## src/design/sparse_column_group_qc_counter_core_defines.svh

```systemverilog
// Assertion macros for the sparse column group QC counter.
`ifndef SPARSE_COLUMN_GROUP_QC_COUNTER_CORE_DEFINES_SVH
`define SPARSE_COLUMN_GROUP_QC_COUNTER_CORE_DEFINES_SVH

`ifndef SYNTHESIS
`define SCGQC_ASSERT_IMP(lbl, ante, cons, msg) \
  lbl: assert property (@(posedge clk) disable iff (!rst_n) (ante) |-> (cons)) \
    else $error(msg);
`define SCGQC_ASSERT_NXT(lbl, ante, cons, msg) \
  lbl: assert property (@(posedge clk) disable iff (!rst_n) (ante) |=> (cons)) \
    else $error(msg);
`else
`define SCGQC_ASSERT_IMP(lbl, ante, cons, msg)
`define SCGQC_ASSERT_NXT(lbl, ante, cons, msg)
`endif

`endif

```

## src/design/scgqc_ram.sv

```systemverilog
// Generic single-write, single-read RAM with registered read data.
module scgqc_ram #(
  parameter int unsigned WIDTH = 8,
  parameter int unsigned DEPTH = 16
) (
  input  logic                     clk,
  input  logic                     we,
  input  logic [$clog2(DEPTH)-1:0] waddr,
  input  logic [WIDTH-1:0]         wdata,
  input  logic                     re,
  input  logic [$clog2(DEPTH)-1:0] raddr,
  output logic [WIDTH-1:0]         rdata
);

  logic [WIDTH-1:0] mem [DEPTH];

  always_ff @(posedge clk) begin
    if (we) begin
      mem[waddr] <= wdata;
    end
    if (re) begin
      rdata <= mem[raddr];
    end
  end

endmodule

```

## config.mk

```make
export PLATFORM = sky130hd
export DESIGN_NAME = scgqc_ram
export DESIGN_NICKNAME = d
export VERILOG_FILES = /design/src/design/sparse_column_group_qc_counter_core_defines.svh /design/src/design/scgqc_ram.sv
export SDC_FILE = /design/constraint.sdc
export NUM_CORES = 1
export LEC_CHECK = 0
export BUFFER_PORTS_ARGS = -buffer_cell sky130_fd_sc_hd__clkbuf_2
export CORE_MARGIN = 2
export CORE_UTILIZATION = 33
export DETAILED_ROUTE_END_ITERATION = 8
export GPL_ROUTABILITY_DRIVEN = 0
export PLACE_DENSITY = 0.55
export SYNTH_ARGS = -nofsm -noshare
export SYNTH_HDL_FRONTEND = slang
export SYNTH_SLANG_ARGS = --single-unit
```

## constraint.sdc

```tcl
create_clock -name clk -period 3.3 [get_ports clk]
set_clock_uncertainty 0.15 [all_clocks]
set_input_delay 0.33 -clock clk [delete_from_list [all_inputs] [get_ports clk]]
set_output_delay 0.33 -clock clk [all_outputs]
set_load 0.02 [all_outputs]
```

==> metrics, run 1 <==
placed cells 473; Post-DP Area 5640 um2; area of the multi-input gates 1060 um2; reg2reg path depth 3; R2R Path Start mem[7][6]$_DFFE_PP_; IR drop worst, VDD around 0.37 mV; GRT Resource Usage Total 0.139; Seq/Total Area, Yosys 0.781; vias in the first global route 2527; Vert. Die Dim 130 um; I/O pins 27; Hold Slack 0.195 ns; detailed router's first-iteration violation count 299; Min-Delay Startpoint wdata[3]; number of synthesis warnings 0; layout cells sized above 1 0.266; Site Rows 46; Least-Margin Pin Slew 0.860 ns; # Post-CTS Setup Buffers 0; antenna violations before repair 0; total gr overflow 0; core area approximately 16000 um2; Post-Syn Instances 229; Critical Path Fanout Max 21; vias per cell 4.77; nets 295; DRT Wirelength 10700 um; clk_lat worst skew 0.41 ns; share of power burned in the clock network 0.417; total number of vias 2395; Tmin final 1.92 ns; Startpoint Class input pin; RSZ-0062 raised after global routing no; clk buf depth 2; max cap viols 0; sw frac 0.198; syn nets 248; Lkg Pwr 2.01 nW; Fin. Hold Viols 0; post-synth cell types 18; Max Fclk 521 MHz; Sequential Area 4080 um2; Root Buffer clkbuf_16; Die X 130 um; CTS Hold Bufs 0; first-pass GRT wire length 15900 um; Mean Syn Cell Area 22.8 um2; slew margin rel. 0.424; Arrival @ worst endpoint ~1.9 ns; Cell Int Power just under 0.003 W; Port Buffers 26; fin cells about 500; hold endpoint mem[14][3]$_DFFE_PP_; DPL Wire Length 6770 um; CP max stage delay 0.57 ns; post-route cell area between 6000 and 7000 um2; worst hold path class in -> reg; part of the power in registers 0.533; Comb power frac 0.050; die area between 15000 and 20000 um2; Synth Cell Area 5230 um2; WS Path Type in -> reg; Area growth syn-to-layout 17.1%; CTS clock-pin slew for the worst setup and hold paths roughly 0.05 ns; TNS Setup 0 ns; post-route ant nets 0; number of synthesized register bits 136; worst path cell trace clkbuf_2 > buf_12 > mux4_2 > a22oi_1 > nand2_1; ant diodes 0; total CTS buffers 17; Power Dens Cells 600 nW/um2; DRC viols 0; Reg-to-Reg End rdata[6]$_DFFE_PP_; NetSw 0.000727 W; Req. time, crit path approximately 3.3 ns; CTS resizes 0; fin crit share 0.581; # setup viols final 0; Min-Delay Path Depth 1; Pre-antenna DRT Iters 4; Avg WL per Cell between 20 and 25 um; fillers 1446; slowest CP cell mux4_2; Crit path buffers/inverters 2; Sink Count 136; pin count of the biggest net entering global routing 23; status completed; CTS tree yes; Reg2Reg Setup Slack 1.69 ns; cell family with most CP delay buffers and inverters; htree depth 4; Crit. End Element flop; Starting Density 0.334; Slew Viols, Final 0
-- cell usage in the layout, fill, tap and decap left out --
master / count
clkbuf_16: 17
nor2_1: 13
or3b_2: 1
clkinv_1: 6
nand2_1: 9
clkinv_2: 1
and2b_1: 1
mux4_1: 14
nor2b_1: 1
nand2b_1: 2
nand3_1: 1
buf_12: 1
a22oi_1: 16
buf_4: 11
clkinvlp_4: 1
clkbuf_2: 26
nand3b_1: 2
mux4_2: 18
edfxtp_1: 136
nor3_1: 4
and2_1: 1
clkbuf_1: 4
-- cell usage after synthesis (all sizes together) --
cell / n / share of area
buf: 7 / 0.011
nand3b: 2 / 0.0029
and2b: 1 / 0.0014
nor2: 13 / 0.0093
nand2: 9 / 0.0065
nor3: 4 / 0.0038
a22oi: 16 / 0.023
clkdlybuf4s25: 3 / 0.0057
nand3: 1 / 0.00096
and2: 1 / 0.0012
or3b: 1 / 0.0017
nand2b: 2 / 0.0024
nor2b: 1 / 0.0012
edfxtp: 136 / 0.78
mux4: 32 / 0.15
-- cell families (layout without fill, tap and decap cells) --
family,count (synthesis),in the layout,share of synthesized area
and+or+nand+nor,35,35,0.0314
buffers and inverters,10,67,0.0165
muxes,32,32,0.148
AOI/OAI and AO/OA,16,16,0.0230
DFF,136,136,0.781
-- how the worst max path moves through the flow --
stage | from | end | slack (ns) | cells past startpoint
2_1_floorplan | waddr[2] | mem[0][0]$_DFFE_PP_ | 1.33 | 2
3_3_place_gp | raddr[0] | rdata[6]$_DFFE_PP_ | 0.93 | 5
3_5_place_dp | raddr[0] | rdata[5]$_DFFE_PP_ | 0.93 | 5
4_1_cts | raddr[0] | rdata[5]$_DFFE_PP_ | 1.37 | 5
5_1_grt | raddr[0] | rdata[1]$_DFFE_PP_ | 1.25 | 5
6_report | raddr[0] | rdata[6]$_DFFE_PP_ | 1.38 | 5
-- state kept, by name, summed over array words and instances (netlist names) --
name and count:
mem 128, rdata 8
-- power groups by stage --
stage	clock network (W)	logic (W)	registers (W)
after floorplan	0	0.0000982	0.00200
after global placement	0	0.000183	0.00199
after detailed placement	0	0.000187	0.00199
after CTS	0.00156	0.000188	0.00196
after global routing	0.00163	0.000200	0.00196
final	0.00153	0.000184	0.00196
-- stage by stage --
stage | power, W | setup WS [ns] | util
2_1_floorplan | 0.00210 | 1.33 | -
3_3_place_gp | 0.00218 | 0.930 | 0.361
3_5_place_dp | 0.00218 | 0.931 | 0.361
4_1_cts | 0.00371 | 1.37 | 0.391
5_1_grt | 0.00380 | 1.25 | 0.391
6_report | 0.00367 | 1.38 | 0.391
-- routing by layer --
layer,part of all wire,global-route usage,vias up
met1,0.45,0.184,1248
met5,0,0,-
li1,-,-,1073
met2,0.48,0.214,65
met4,0.0077,0.0474,0
met3,0.064,0.0521,9
-- final cells by class --
class	count	area share
well taps	216	0.0442
multi-input cells	83	0.173
clock inverters	8	0.00572
clock buffers	21	0.0720
flip-flops and latches	136	0.667
repair buffers	38	0.0380
(Power assumes the default switching activity.)
==> inputs of run 2 (changes only) <==
- clock period: 3.3 -> 1.8 ns (I/O delays scaled with it)
==> run 2 against run 1 <==
Effect of this change:
- critical path depth is 2 lower
- sequential power increased by 83%
- largest cell class unchanged
- critical path type is now reg -> reg
- critical endpoint is now rdata[4]$_DFFE_PP_
- final cell count up 4.6%
- highest routed layer unchanged
==> metrics, run 2 (same netlist as run 1, synthesis figures left out) <==
Finished Core Util 0.405; RSZ-0062 raised after global routing no; DRT Wirelength between 10000 and 15000 um; Startpoint Class flop; clk buf depth 2; Reg2Reg Setup Slack 0.06 ns; Critical Path Fanout Max 1; I/O pins 27; Max Fclk approximately 570 MHz; vias in the first global route 2618; Area growth syn-to-layout 21.4%; DRC viols 0; IR drop worst, VDD 0.727 mV; Crit. End Element flop; Least-Margin Pin Slew about 0.70 ns; top sig layer met4; Post-Place Setup Slack -0.161 ns; Setup crit start mem[9][4]$_DFFE_PP_; Sink Count 136; antenna violations before repair 0; # Post-CTS Setup Buffers 0; Avg WL per Cell approximately 20 um; Power Dens Cells 1080 nW/um2; Tmin final 1.74 ns; pin count of the biggest net entering global routing 20; vias per cell 4.83; Fin. Hold Viols 0; Port Buffers 26; GRT Resource Usage Total 0.134; max FFs per register approximately 130; DPL Wire Length 6990 um; CTS resizes 0; CTS tree yes; fin crit share 0.968; fillers 1421; status completed; Reg-to-Reg End rdata[4]$_DFFE_PP_; core area 15700 um2; reg2reg path depth 3; ant diodes 0; total number of vias 2534; commonest non-fill, non-tap cells in the layout edfxtp_1 (136), buf_4 (30), clkbuf_2 (26), mux4_2 (18), clkbuf_16 (17); # setup viols final 0; R2R Path Start mem[9][4]$_DFFE_PP_; worst hold path class in -> reg; Req. time, crit path ~1.8 ns; CTS clock-pin slew for the worst setup and hold paths 0.06 ns; commonest non-fill, non-tap cell in the layout edfxtp_1; max cap viols 0; metal3 WL around 500 um; total gr overflow 0; Most flops, register mem; Site Rows 46; CTS Hold Bufs 0; total CTS buffers 17; Lkg Pwr 2.14 nW; first-pass GRT wire length 15700 um; Slew Viols, Final 0; Root Buffer clkbuf_16; biggest regs mem: 128 flops, rdata: 8 flops; crit path capture rdata[4]$_DFFE_PP_; Vert. Die Dim 130 um; met1 WL slightly below 5000 um; Worst Setup Slack, final between 0.05 and 0.06 ns; Pre-antenna DRT Iters 5; post-route ant nets 0; detailed router's first-iteration violation count 330; clk_lat worst skew between 0.4 and 0.5 ns; die area 16900 um2; WS Path Type reg -> reg; Arrival @ worst endpoint 1.74 ns; slew margin rel. 0.532; met2 WL 4690 um; layout cells sized above 1 0.340; Starting Density 0.334; nets 317; htree depth 4; Die X 130 um
## run 2: changes by cell type in the layout (fill, tap and decap cells not counted)
cell and delta:
buf_12 +3, buf_4 +19, clkbuf_1 -2, clkinv_1 -3, clkinv_2 +3, clkinvlp_4 +3, nor3_1 -1, nor3_2 +1
## run 2: stage by stage
| stage | area [um2] | power [W] | hold WS [ns] | instances | setup TNS, ns |
|---|---|---|---|---|---|
| after floorplan | 5230 | 0.00385 | 0.129 | 229 | 0 |
| after global placement | 5850 | 0.00403 | 0.462 | 495 | -0.643 |
| after detailed placement | 5850 | 0.00404 | 0.483 | 495 | -0.666 |
| after CTS | 6350 | 0.00691 | 0.0544 | 525 | 0 |
| after global routing | 6350 | 0.00708 | 0.0654 | 525 | 0 |
| final | 6350 | 0.00684 | 0.0453 | 525 | 0 |
## run 2: worst min path at each step
stage                        from                  end  slack, ns  cells past startpoint
2_1_floorplan            wdata[0]  mem[0][0]$_DFFE_PP_       0.13                      0
3_3_place_gp             wdata[2]  mem[4][2]$_DFFE_PP_       0.46                      1
3_5_place_dp   rdata[5]$_DFFE_PP_             rdata[5]       0.48                      1
4_1_cts                  wdata[2]  mem[0][2]$_DFFE_PP_       0.05                      1
5_1_grt                  wdata[2]  mem[0][2]$_DFFE_PP_       0.07                      1
6_report                 wdata[2]  mem[0][2]$_DFFE_PP_       0.05                      1
## run 2: final cells by class
cell class,instances,area [um2],share of cell area
clock inverter,11,61.3,0.00966
multi-input combinational,83,1060,0.167
clock buffer,19,433,0.0682
sequential,136,4080,0.644
timing repair buffer,60,435,0.0686
tap,216,270,0.0426
## run 2: per-layer routing
metal	vias up	GRT usage
li1	1116	-
met1	1315	0.187
met2	78	0.198
met3	25	0.0406
met4	0	0.0563
met5	-	0
## run 2: critical path: stages, from the launching register on
cell,delay (ns)
edfxtp_1,0.37
mux4_1,0.52
a22oi_1,0.36
nand2_1,0.08
## run 2: power by group
group	switching [W]	internal [W]	leakage, nW
Clock	0.00117	0.00171	0.233
Sequential	0.0000188	0.00357	1.24
Combinational	0.000214	0.000161	0.673
